**config.mk**
```make
export PLATFORM = sky130hd
export DESIGN_NAME = knob_angle_unwrap_tracker
export DESIGN_NICKNAME = d
export VERILOG_FILES = /design/src/hdl/kaut_pkg.sv /design/src/hdl/kaut_div.sv /design/src/hdl/knob_angle_unwrap_tracker.sv
export SDC_FILE = /design/constraint.sdc
export NUM_CORES = 2
export LEC_CHECK = 0
export BUFFER_PORTS_ARGS = -buffer_cell sky130_fd_sc_hd__buf_2
export CORE_MARGIN = 5
export CORE_UTILIZATION = 50
export CTS_BUF_LIST = sky130_fd_sc_hd__clkbuf_4 sky130_fd_sc_hd__clkbuf_8
export DETAILED_ROUTE_END_ITERATION = 8
export HOLD_SLACK_MARGIN = 0.05
export PLACE_DENSITY_LB_ADDON = 0.2
export SLEW_MARGIN = 5
export SYNTH_ARGS = -nofsm -noshare
export SYNTH_HDL_FRONTEND = slang
export SYNTH_SLANG_ARGS = --single-unit
```
**constraint.sdc**
```tcl
create_clock -name clk_i -period 11.9 [get_ports clk_i]
set_input_delay 2.975 -clock clk_i [delete_from_list [all_inputs] [get_ports clk_i]]
set_output_delay 2.975 -clock clk_i [all_outputs]
set_load 0.1 [all_outputs]
```
**src/hdl/kaut_pkg.sv**
```systemverilog
// shared types and constants of the knob angle unwrap tracker
package kaut_pkg;

  localparam int ANGLE_FRAC_BITS = 4;
  localparam int SPEED_FRAC_BITS = 16;

  localparam int ANGLE_W = 13;
  localparam int STAMP_W = 32;
  localparam int SPEED_W = 32;
  localparam int POS_W   = 32;
  localparam int POS_OUT_W = 28;
  localparam int DZ_W    = 12;
  localparam int LIMIT_W = 31;

  // |unwrapped change| never exceeds the largest 13-bit angle
  localparam int MAG_W   = ANGLE_W;
  localparam int DELTA_W = 20;
  localparam int QUO_W   = MAG_W + SPEED_FRAC_BITS;
  localparam int CNT_W   = $clog2(QUO_W + 1);

  localparam logic signed [DELTA_W-1:0] HALF_TURN = DELTA_W'(180 << ANGLE_FRAC_BITS);
  localparam logic signed [DELTA_W-1:0] FULL_TURN = DELTA_W'(360 << ANGLE_FRAC_BITS);
  localparam logic signed [DELTA_W-1:0] NEG_HALF_TURN = -HALF_TURN;

  localparam logic signed [39:0] W_OLD = 40'sd179;
  localparam logic signed [39:0] W_NEW = 40'sd77;
  localparam logic signed [40:0] BLEND_ROUND = 41'sd128;

  // configuration register indexes
  localparam logic [7:0] REG_DEAD_ZONE   = 8'd0;
  localparam logic [7:0] REG_SPEED_LIMIT = 8'd1;

  localparam logic [1:0] DIR_STILL = 2'b00;
  localparam logic [1:0] DIR_FWD   = 2'b01;
  localparam logic [1:0] DIR_BACK  = 2'b11;

  typedef enum logic [2:0] {
    ST_IDLE,
    ST_CALC,
    ST_DIV,
    ST_SIGN,
    ST_BLEND,
    ST_EMIT
  } state_e;

endpackage

```
**src/hdl/kaut_div.sv**
```systemverilog
// bit-serial restoring divider, one quotient bit per cycle
module kaut_div (
  input  logic                        clk_i,
  input  logic                        rst_ni,
  input  logic                        start_i,
  input  logic [kaut_pkg::QUO_W-1:0]  dividend_i,
  input  logic [kaut_pkg::STAMP_W-1:0] divisor_i,
  output logic                        done_o,
  output logic [kaut_pkg::QUO_W-1:0]  quotient_o
);

  logic [kaut_pkg::STAMP_W-1:0] rem_q, rem_d;
  logic [kaut_pkg::STAMP_W-1:0] dvs_q;
  logic [kaut_pkg::QUO_W-1:0]   quo_q, quo_d;
  logic [kaut_pkg::CNT_W-1:0]   cnt_q;
  logic                         busy_q;
  logic                         done_q;
  logic [kaut_pkg::STAMP_W:0]   shifted;
  logic [kaut_pkg::STAMP_W:0]   diff;
  logic                         fits;

  // shift in the next dividend bit and try the subtract
  always_comb begin
    shifted = {rem_q, quo_q[kaut_pkg::QUO_W-1]};
    diff    = shifted - {1'b0, dvs_q};
    fits    = ~diff[kaut_pkg::STAMP_W];
    rem_d   = fits ? diff[kaut_pkg::STAMP_W-1:0] : shifted[kaut_pkg::STAMP_W-1:0];
    quo_d   = {quo_q[kaut_pkg::QUO_W-2:0], fits};
  end

  always_ff @(posedge clk_i or negedge rst_ni) begin
    if (!rst_ni) begin
      busy_q <= 1'b0;
      done_q <= 1'b0;
      cnt_q  <= '0;
    end else begin
      done_q <= 1'b0;
      if (start_i) begin
        busy_q <= 1'b1;
        cnt_q  <= kaut_pkg::CNT_W'(kaut_pkg::QUO_W);
      end else if (busy_q) begin
        cnt_q <= cnt_q - 1'b1;
        if (cnt_q == kaut_pkg::CNT_W'(1)) begin
          busy_q <= 1'b0;
          done_q <= 1'b1;
        end
      end
    end
  end

  always_ff @(posedge clk_i) begin
    if (start_i) begin
      rem_q <= '0;
      quo_q <= dividend_i;
      dvs_q <= divisor_i;
    end else if (busy_q) begin
      rem_q <= rem_d;
      quo_q <= quo_d;
    end
  end

  assign done_o     = done_q;
  assign quotient_o = quo_q;

endmodule

```
**src/hdl/knob_angle_unwrap_tracker.sv**
```systemverilog
// top level of the knob angle unwrap tracker
//
// s_axis carries one sample per transfer: a knob angle in sixteenths of a
// degree and a free-running cycle stamp. m_axis returns exactly one result
// per sample: position in whole degrees, tracked speed, direction and the
// moved / zero-elapsed-time flags. cfg_* writes the dead zone (index 0) and
// the speed limit (index 1); unknown indexes are dropped. cfg_ready_o is
// always high; write only while no sample is in flight.
//
// one sample is worked on at a time. a still sample or one with zero elapsed
// time goes from the calc step straight to the emit step; a moving sample
// first passes the bit-serial divider, which yields 13 + SPEED_FRAC_BITS
// quotient bits, one per cycle, then the sign step and, when smoothed, the
// blend step. the next sample is taken in the idle step that follows the
// load of the output register; a stalled receiver holds the finished result
// there, the current sample then waits in the emit step and no new sample is
// taken.
//
// reset clears all tracking state to zero, loads the register defaults
// (dead zone 16, speed limit 65536) and empties the output register.
module knob_angle_unwrap_tracker (
  input  logic        clk_i,
  input  logic        rst_ni,
  // angle_in [12:0], stamp [44:13], zero fill [47:45]
  input  logic [47:0] s_axis_tdata,
  input  logic        s_axis_tvalid,
  output logic        s_axis_tready,
  // position_deg [27:0], speed_out [59:28], turn_dir [61:60],
  // moved [62], time_fault [63]
  output logic [63:0] m_axis_tdata,
  output logic        m_axis_tvalid,
  input  logic        m_axis_tready,
  input  logic        cfg_valid_i,
  output logic        cfg_ready_o,
  input  logic [7:0]  cfg_index_i,
  input  logic [31:0] cfg_data_i
);

  kaut_pkg::state_e state_q, state_d;

  // configuration
  logic [kaut_pkg::DZ_W-1:0]    dead_zone_q;
  logic [kaut_pkg::LIMIT_W-1:0] speed_limit_q;

  // latched sample
  logic [kaut_pkg::ANGLE_W-1:0] angle_q;
  logic [kaut_pkg::STAMP_W-1:0] stamp_q;

  // tracking state
  logic [kaut_pkg::ANGLE_W-1:0]        prev_angle_q;
  logic [kaut_pkg::STAMP_W-1:0]        prev_stamp_q;
  logic signed [kaut_pkg::SPEED_W-1:0] smooth_q;
  logic signed [kaut_pkg::POS_W-1:0]   pos_acc_q;
  logic [1:0]                          dir_q;

  // per-sample working registers
  logic              neg_q;
  logic [1:0]        new_dir_q;
  logic              moved_q;
  logic              fault_q;
  logic signed [39:0] p_old_q;
  logic signed [39:0] p_new_q;

  // output register
  logic        m_valid_q;
  logic [63:0] m_data_q;

  // fsm strobes
  logic accept;
  logic calc_still;
  logic calc_fault;
  logic sign_bypass;
  logic out_load;

  logic                        div_start;
  logic                        div_done;
  logic [kaut_pkg::QUO_W-1:0]  quotient;
  logic [kaut_pkg::QUO_W-1:0]  dividend;
  logic [kaut_pkg::STAMP_W-1:0] elapsed;

  // unwrap datapath
  logic signed [kaut_pkg::DELTA_W-1:0] d_raw;
  logic signed [kaut_pkg::DELTA_W-1:0] d_wr;
  logic signed [kaut_pkg::DELTA_W-1:0] d_mag;
  logic [1:0]                          dir_calc;
  logic signed [kaut_pkg::POS_W:0]     pos_sum;
  logic signed [kaut_pkg::POS_W-1:0]   pos_sat;

  // speed datapath
  logic [63:0]                         quo_x;
  logic signed [kaut_pkg::SPEED_W-1:0] raw_speed;
  logic [kaut_pkg::SPEED_W-1:0]        raw_mag;
  logic signed [40:0]                  blend_sum;

  // position readout, truncated toward zero
  logic signed [kaut_pkg::POS_W-1:0] pos_adj;
  logic signed [kaut_pkg::POS_W-1:0] pos_div;

  assign accept      = s_axis_tvalid & s_axis_tready;
  assign cfg_ready_o = 1'b1;

  // ---------------------------------------------------------------------
  // unwrap and dead zone
  // ---------------------------------------------------------------------
  always_comb begin
    d_raw = signed'(kaut_pkg::DELTA_W'(angle_q)) - signed'(kaut_pkg::DELTA_W'(prev_angle_q));
    if (d_raw > kaut_pkg::HALF_TURN) begin
      d_wr = d_raw - kaut_pkg::FULL_TURN;
    end else if (d_raw < kaut_pkg::NEG_HALF_TURN) begin
      d_wr = d_raw + kaut_pkg::FULL_TURN;
    end else begin
      d_wr = d_raw;
    end
    d_mag = d_wr[kaut_pkg::DELTA_W-1] ? -d_wr : d_wr;
    if (d_wr[kaut_pkg::DELTA_W-1]) begin
      dir_calc = kaut_pkg::DIR_BACK;
    end else if (d_wr != '0) begin
      dir_calc = kaut_pkg::DIR_FWD;
    end else begin
      dir_calc = kaut_pkg::DIR_STILL;
    end
    calc_still = unsigned'(d_mag) < kaut_pkg::DELTA_W'(dead_zone_q);
    elapsed    = stamp_q - prev_stamp_q;
    calc_fault = (elapsed == '0);
    dividend   = {d_mag[kaut_pkg::MAG_W-1:0], {kaut_pkg::SPEED_FRAC_BITS{1'b0}}};
    // saturating position update
    pos_sum = (kaut_pkg::POS_W+1)'(pos_acc_q) + (kaut_pkg::POS_W+1)'(d_wr);
    if (pos_sum[kaut_pkg::POS_W] != pos_sum[kaut_pkg::POS_W-1]) begin
      pos_sat = pos_sum[kaut_pkg::POS_W] ? {1'b1, {(kaut_pkg::POS_W-1){1'b0}}}
                                         : {1'b0, {(kaut_pkg::POS_W-1){1'b1}}};
    end else begin
      pos_sat = pos_sum[kaut_pkg::POS_W-1:0];
    end
  end

  // ---------------------------------------------------------------------
  // signed, saturated raw speed and bypass decision
  // ---------------------------------------------------------------------
  always_comb begin
    quo_x = 64'(quotient);
    if (neg_q) begin
      raw_speed = (quo_x > 64'h0000_0000_8000_0000) ? 32'sh8000_0000 : -quo_x[31:0];
    end else begin
      raw_speed = (quo_x > 64'h0000_0000_7FFF_FFFF) ? 32'sh7FFF_FFFF : quo_x[31:0];
    end
    raw_mag     = raw_speed[kaut_pkg::SPEED_W-1] ? -raw_speed : raw_speed;
    sign_bypass = (new_dir_q != dir_q) || (raw_mag > {1'b0, speed_limit_q});
    // 179/256 old plus 77/256 new, floor after the half-step bias
    blend_sum   = 41'(p_old_q) + 41'(p_new_q) + kaut_pkg::BLEND_ROUND;
  end

  always_comb begin
    pos_adj = pos_acc_q + (pos_acc_q[kaut_pkg::POS_W-1]
              ? kaut_pkg::POS_W'((1 << kaut_pkg::ANGLE_FRAC_BITS) - 1) : '0);
    pos_div = pos_adj >>> kaut_pkg::ANGLE_FRAC_BITS;
  end

  // ---------------------------------------------------------------------
  // sequencer
  // ---------------------------------------------------------------------
  always_ff @(posedge clk_i or negedge rst_ni) begin
    if (!rst_ni) begin
      state_q <= kaut_pkg::ST_IDLE;
    end else begin
      state_q <= state_d;
    end
  end

  always_comb begin
    state_d       = state_q;
    s_axis_tready = 1'b0;
    div_start     = 1'b0;
    out_load      = 1'b0;
    case (state_q)
      kaut_pkg::ST_IDLE: begin
        s_axis_tready = 1'b1;
        if (s_axis_tvalid) begin
          state_d = kaut_pkg::ST_CALC;
        end
      end
      kaut_pkg::ST_CALC: begin
        if (calc_still || calc_fault) begin
          state_d = kaut_pkg::ST_EMIT;
        end else begin
          div_start = 1'b1;
          state_d   = kaut_pkg::ST_DIV;
        end
      end
      kaut_pkg::ST_DIV: begin
        if (div_done) begin
          state_d = kaut_pkg::ST_SIGN;
        end
      end
      kaut_pkg::ST_SIGN: begin
        state_d = sign_bypass ? kaut_pkg::ST_EMIT : kaut_pkg::ST_BLEND;
      end
      kaut_pkg::ST_BLEND: begin
        state_d = kaut_pkg::ST_EMIT;
      end
      kaut_pkg::ST_EMIT: begin
        if (!m_valid_q || m_axis_tready) begin
          out_load = 1'b1;
          state_d  = kaut_pkg::ST_IDLE;
        end
      end
      default: begin
        state_d = kaut_pkg::ST_IDLE;
      end
    endcase
  end

  kaut_div u_div (
    .clk_i      (clk_i),
    .rst_ni     (rst_ni),
    .start_i    (div_start),
    .dividend_i (dividend),
    .divisor_i  (elapsed),
    .done_o     (div_done),
    .quotient_o (quotient)
  );

  // ---------------------------------------------------------------------
  // configuration and tracking state
  // ---------------------------------------------------------------------
  always_ff @(posedge clk_i or negedge rst_ni) begin
    if (!rst_ni) begin
      dead_zone_q   <= kaut_pkg::DZ_W'(16);
      speed_limit_q <= kaut_pkg::LIMIT_W'(65536);
      prev_angle_q  <= '0;
      prev_stamp_q  <= '0;
      smooth_q      <= '0;
      pos_acc_q     <= '0;
      dir_q         <= kaut_pkg::DIR_STILL;
      m_valid_q     <= 1'b0;
    end else begin
      if (cfg_valid_i) begin
        if (cfg_index_i == kaut_pkg::REG_DEAD_ZONE) begin
          dead_zone_q <= cfg_data_i[kaut_pkg::DZ_W-1:0];
        end else if (cfg_index_i == kaut_pkg::REG_SPEED_LIMIT) begin
          speed_limit_q <= cfg_data_i[kaut_pkg::LIMIT_W-1:0];
        end
      end
      if (state_q == kaut_pkg::ST_CALC) begin
        if (calc_still) begin
          dir_q <= kaut_pkg::DIR_STILL;
        end else begin
          // drift below the dead zone keeps building against this angle
          prev_angle_q <= angle_q;
          prev_stamp_q <= stamp_q;
          pos_acc_q    <= pos_sat;
        end
      end
      if (state_q == kaut_pkg::ST_SIGN && sign_bypass) begin
        smooth_q <= raw_speed;
        dir_q    <= new_dir_q;
      end
      if (state_q == kaut_pkg::ST_BLEND) begin
        smooth_q <= blend_sum[39:8];
      end
      if (out_load) begin
        m_valid_q <= 1'b1;
      end else if (m_axis_tready) begin
        m_valid_q <= 1'b0;
      end
    end
  end

  // payload registers
  always_ff @(posedge clk_i) begin
    if (accept) begin
      angle_q <= s_axis_tdata[12:0];
      stamp_q <= s_axis_tdata[44:13];
    end
    if (state_q == kaut_pkg::ST_CALC) begin
      neg_q     <= d_wr[kaut_pkg::DELTA_W-1];
      new_dir_q <= dir_calc;
      moved_q   <= ~calc_still;
      fault_q   <= ~calc_still & calc_fault;
    end
    if (state_q == kaut_pkg::ST_SIGN) begin
      p_old_q <= 40'(smooth_q) * kaut_pkg::W_OLD;
      p_new_q <= 40'(raw_speed) * kaut_pkg::W_NEW;
    end
    if (out_load) begin
      m_data_q <= {fault_q, moved_q, dir_q, smooth_q,
                   pos_div[kaut_pkg::POS_OUT_W-1:0]};
    end
  end

  assign m_axis_tvalid = m_valid_q;
  assign m_axis_tdata  = m_data_q;

  // ---------------------------------------------------------------------
  // assertions
  // ---------------------------------------------------------------------
  a_accept_to_calc: assert property (@(posedge clk_i) disable iff (!rst_ni)
    accept |=> state_q == kaut_pkg::ST_CALC)
    else $error("accepted sample did not enter the calc step");

  a_div_done_in_div: assert property (@(posedge clk_i) disable iff (!rst_ni)
    div_done |-> state_q == kaut_pkg::ST_DIV)
    else $error("divider finished outside the divide step");

  a_fault_needs_move: assert property (@(posedge clk_i) disable iff (!rst_ni)
    m_axis_tvalid |-> !(m_axis_tdata[63] && !m_axis_tdata[62]))
    else $error("time fault flagged on a still sample");

  a_dir_code: assert property (@(posedge clk_i) disable iff (!rst_ni)
    m_axis_tvalid |-> m_axis_tdata[61:60] != 2'b10)
    else $error("direction field holds an unused code");

endmodule
```
==> results by group <==
Worst setup path
  – Register-to-Register Path Depth: 26
  – R2R Path End: pos_acc_q[1]$_DFFE_PN0P_
  – Critical-path top delay cell: sky130_fd_sc_hd__a2111oi_0
  – CP Data Required Time: 12470 ps
  – Worst EP arrival: 7950 ps
  – Startpoint of the worst-slack reg-to-reg timing path: angle_q[0]$_DFFE_PP_
  – Maximum cell stage delay along the critical path: 720 ps
  – FF-to-FF setup slack: 4520 ps
  – Nature of the critical path startpoint: flip-flop
  – CP Capture Type: flip-flop
  – Start-to-end type of the worst setup path: flip-flop to flip-flop
  – Crit-path max FO: 19

Detailed routing
  – First-pass iteration count of the detailed router: 5
  – Vias per inst: 5.38
  – Total number of vias: 26.2k
  – Drt wl/cell: 16.2 µm
  – Detailed route wirelength on metal3: 3.26 mm
  – Top Layer Used: met5
  – Number of routed nets with antenna violations: 0
  – Total detailed-routing wirelength: 79.0 mm
  – Amount of wire on met2 after detailed routing: 36.0 mm
  – Iter 0 DRT Violations: 1058
  – Drc violations: 0
  – Met1 layer wirelength in the final routing: 37.7 mm

Yosys
  – Proportion of netlist area held by the largest area contributor: 19.6%
  – Leading cell types by count after synthesis: sky130_fd_sc_hd__ha_1 (504), sky130_fd_sc_hd__inv_1 (431), sky130_fd_sc_hd__edfxtp_1 (239), sky130_fd_sc_hd__nand2_1 (227), sky130_fd_sc_hd__a21oi_1 (216)
  – Library cell occupying the most area in the post-synthesis netlist: sky130_fd_sc_hd__edfxtp_1
  – Number of warnings printed during yosys synthesis: 0
  – Register bit total from synthesis: 452
  – Async set-reset flop share out of synthesis: 36.5%
  – Area of the mapped netlist: 36700 µm²
  – Leading post-synthesis cells by cell area: sky130_fd_sc_hd__edfxtp_1 (20%), sky130_fd_sc_hd__ha_1 (17%), sky130_fd_sc_hd__dfrtp_1 (11%)
  – Synth Flop Type: sky130_fd_sc_hd__edfxtp_1
  – Sequential share of the synthesized area: 33.5%
  – Number of library cell types mapped by synthesis: 100
  – Avg Cell Area, Syn: 10.0 µm²
  – Syn Nets: 4401
  – Number of flops mapped to enable cells by yosys: 239
  – Most frequent cell after synthesis: sky130_fd_sc_hd__ha_1
  – Number of cells produced by synthesis: 3651

Die
  – Std-Cell Core Area: 72800 µm²
  – FP Rows: 99
  – Die X-Extent: 281 µm
  – Number of primary I/O pins: 160
  – Die Y: 281 µm
  – Initial cell density of the core: 50.3%
  – Die Footprint: 78900 µm²

STA
  – Sum of negative setup slack: 0 ps
  – Setup skew after layout: 61.2 ps
  – Final hold violation count: 0
  – Actual transition at the worst max-transition pin: 1180 ps
  – Maximum clock frequency: 0.135 GHz
  – Final period util: 62.0%
  – Min Tclk post-route: 7380 ps
  – Unrepaired setup endpoints after global routing: no
  – Number of failing setup endpoints in the final timing report: 0
  – Max transition margin: 20.8%
  – Number of max-slew violations in the final report: 0

Clock tree
  – Number of buffers inserted to repair setup after CTS: 0
  – Clock latency of the later-clocked register in the worst-skew pair: 700 ps
  – CTS Buf Count: 84
  – Post-cts resize count: 0
  – Clock edge transition at the registers on the reported setup and hold paths: 60 ps
  – Clk root buf: sky130_fd_sc_hd__clkbuf_8
  – Count of hold-fix buffers inserted at cts: 0
  – Maximum clock insertion buffer count: 3
  – TritonCTS clock tree: yes
  – Number of sinks handled by clock tree synthesis: 452
  – # H-tree levels: 3

Min path
  – Hold EP: m_axis_tdata[62]$_DFFE_PP_
  – HP Start: moved_q$_DFFE_PN_
  – Kind of path behind the tightest hold check: flip-flop to flip-flop
  – Hold path cells: 0

GRT
  – Wire length of the first global-routing pass: 130 mm
  – Overall track demand over capacity in global routing: 20.0%
  – Initial antenna violation count: 10
  – Vias in the first global route: 26.1k
  – Total overflow reported by the global router: 0
  – Largest net degree at the start of global routing: 96

Finish
  – Total area of multi-input combinational cells: 22500 µm²
  – Fraction of layout cells with a size suffix above 1: 11.5%
  – Sequential cell area in the final layout: 12300 µm²
  – Layout fillers: 6517
  – Nets: 4582
  – Layout area overhead: 10.3%

Placed design
  – IO Port Bufs: 154
  – HPWL after detailed placement: 60.0 mm
  – Final estimated routing congestion in global placement: 0.882

Flow run
  – Number of max-cap violations: 0

Status
  – Outcome: finished clean
## cell families after synthesis
kind of cell | after synthesis | share of synthesized area (%)
AOI/OAI and AO/OA | 848 | 14.9
and+or+nand+nor | 769 | 10.1
adders and majority gates | 669 | 25.9
buffers and inverters | 515 | 5.39
DFF | 452 | 33.5
xor gates and xnor gates | 271 | 6.56
muxes | 126 | 3.67
other | 1 | 0.0102
## critical path, delay by kind of cell, from the launching register on
| kind | cells | cell delay [ps] |
|---|---|---|
| DFF | 1 | 350 |
| adders and majority gates | 3 | 1050 |
| muxes | 1 | 290 |
| xor gates and xnor gates | 2 | 490 |
| AOI/OAI and AO/OA | 14 | 3760 |
| buffers and inverters | 2 | 270 |
| and+or+nand+nor | 4 | 1060 |
## how the worst max path moves through the flow
stage | startpoint | end
after CTS | angle_q[0]$_DFFE_PP_ | pos_acc_q[1]$_DFFE_PN0P_
after global routing | angle_q[0]$_DFFE_PP_ | pos_acc_q[12]$_DFFE_PN0P_
after detailed placement | angle_q[0]$_DFFE_PP_ | pos_acc_q[1]$_DFFE_PN0P_
after floorplan | m_axis_tready | m_axis_tdata[0]$_DFFE_PP_
after global placement | angle_q[0]$_DFFE_PP_ | pos_acc_q[1]$_DFFE_PN0P_
final | angle_q[0]$_DFFE_PP_ | pos_acc_q[1]$_DFFE_PN0P_
## routing by layer
| metal | vias up | GRT usage [%] |
|---|---|---|
| li1 | 13300 | - |
| met1 | 12300 | 27.7 |
| met2 | 421 | 32.6 |
| met3 | 122 | 3.21 |
| met4 | 12 | 5.61 |
| met5 | - | 0 |
## cell type report
| type | count | area share [%] |
|---|---|---|
| multi-input combinational | 2684 | 55.5 |
| sequential | 452 | 30.3 |
| inverter | 433 | 4.02 |
| clock buffer | 121 | 3.75 |
| tap | 959 | 2.97 |
| timing repair buffer | 177 | 2.35 |
| clock inverter | 35 | 1.02 |
| antenna | 3 | 0.0186 |
## cell usage in the layout (no fill, tap or decap), types with 16 or more instances in the layout
cell type	n
sky130_fd_sc_hd__o211ai_1	23
sky130_fd_sc_hd__nand4_1	26
sky130_fd_sc_hd__clkbuf_8	97
sky130_fd_sc_hd__a21oi_1	216
sky130_fd_sc_hd__inv_1	430
sky130_fd_sc_hd__ha_1	504
sky130_fd_sc_hd__edfxtp_1	239
sky130_fd_sc_hd__a21o_1	98
sky130_fd_sc_hd__nor2_1	195
sky130_fd_sc_hd__mux2_2	66
sky130_fd_sc_hd__a31oi_1	31
sky130_fd_sc_hd__xnor2_1	190
sky130_fd_sc_hd__buf_2	153
sky130_fd_sc_hd__buf_4	23
sky130_fd_sc_hd__dfrtp_1	162
sky130_fd_sc_hd__o21ai_0	213
sky130_fd_sc_hd__nor3_1	46
sky130_fd_sc_hd__nor2b_1	30
sky130_fd_sc_hd__or3_1	26
sky130_fd_sc_hd__nand2b_1	36
sky130_fd_sc_hd__or2_2	16
sky130_fd_sc_hd__mux2i_1	58
sky130_fd_sc_hd__nand3_1	61
sky130_fd_sc_hd__a211oi_1	39
sky130_fd_sc_hd__o31ai_1	19
sky130_fd_sc_hd__nand2_1	227
sky130_fd_sc_hd__xor2_1	78
sky130_fd_sc_hd__fa_1	153
sky130_fd_sc_hd__and2_1	22
sky130_fd_sc_hd__and3_1	26
sky130_fd_sc_hd__dfxtp_1	48
sky130_fd_sc_hd__o21a_1	53
sky130_fd_sc_hd__clkbuf_4	24
sky130_fd_sc_hd__o21bai_1	24
## state kept, by name, indices dropped and copies added, names as in the netlist, 2 cells and up
register          count
u_div.dvs_q          32
u_div.quotient_o     29
prev_stamp_q         32
p_old_q              40
speed_limit_q        31
smooth_q             32
new_dir_q             2
u_div.cnt_q           5
angle_q              13
p_new_q              40
dead_zone_q          12
u_div.rem_q          32
pos_acc_q            32
state_q               3
dir_q                 2
prev_angle_q         13
stamp_q              32
m_axis_tdata         64
## stage by stage
stage | setup slack [ps] | instances | area, µm² | hold slack [ps] | utilization, %
floorplan | 5690 | 3651 | 36700 | 400 | -
global placement | 4590 | 4705 | 38500 | 420 | 52.9
detailed placement | 4560 | 4705 | 38500 | 417 | 52.9
CTS | 4530 | 4861 | 40500 | 441 | 55.5
global route | 3760 | 4863 | 40500 | 428 | 55.5
finish | 4520 | 4864 | 40500 | 419 | 55.5
Power is left out: the tool's default activity adds up to more than one toggle a clock period on the data nets, which glitch-free logic cannot reach.
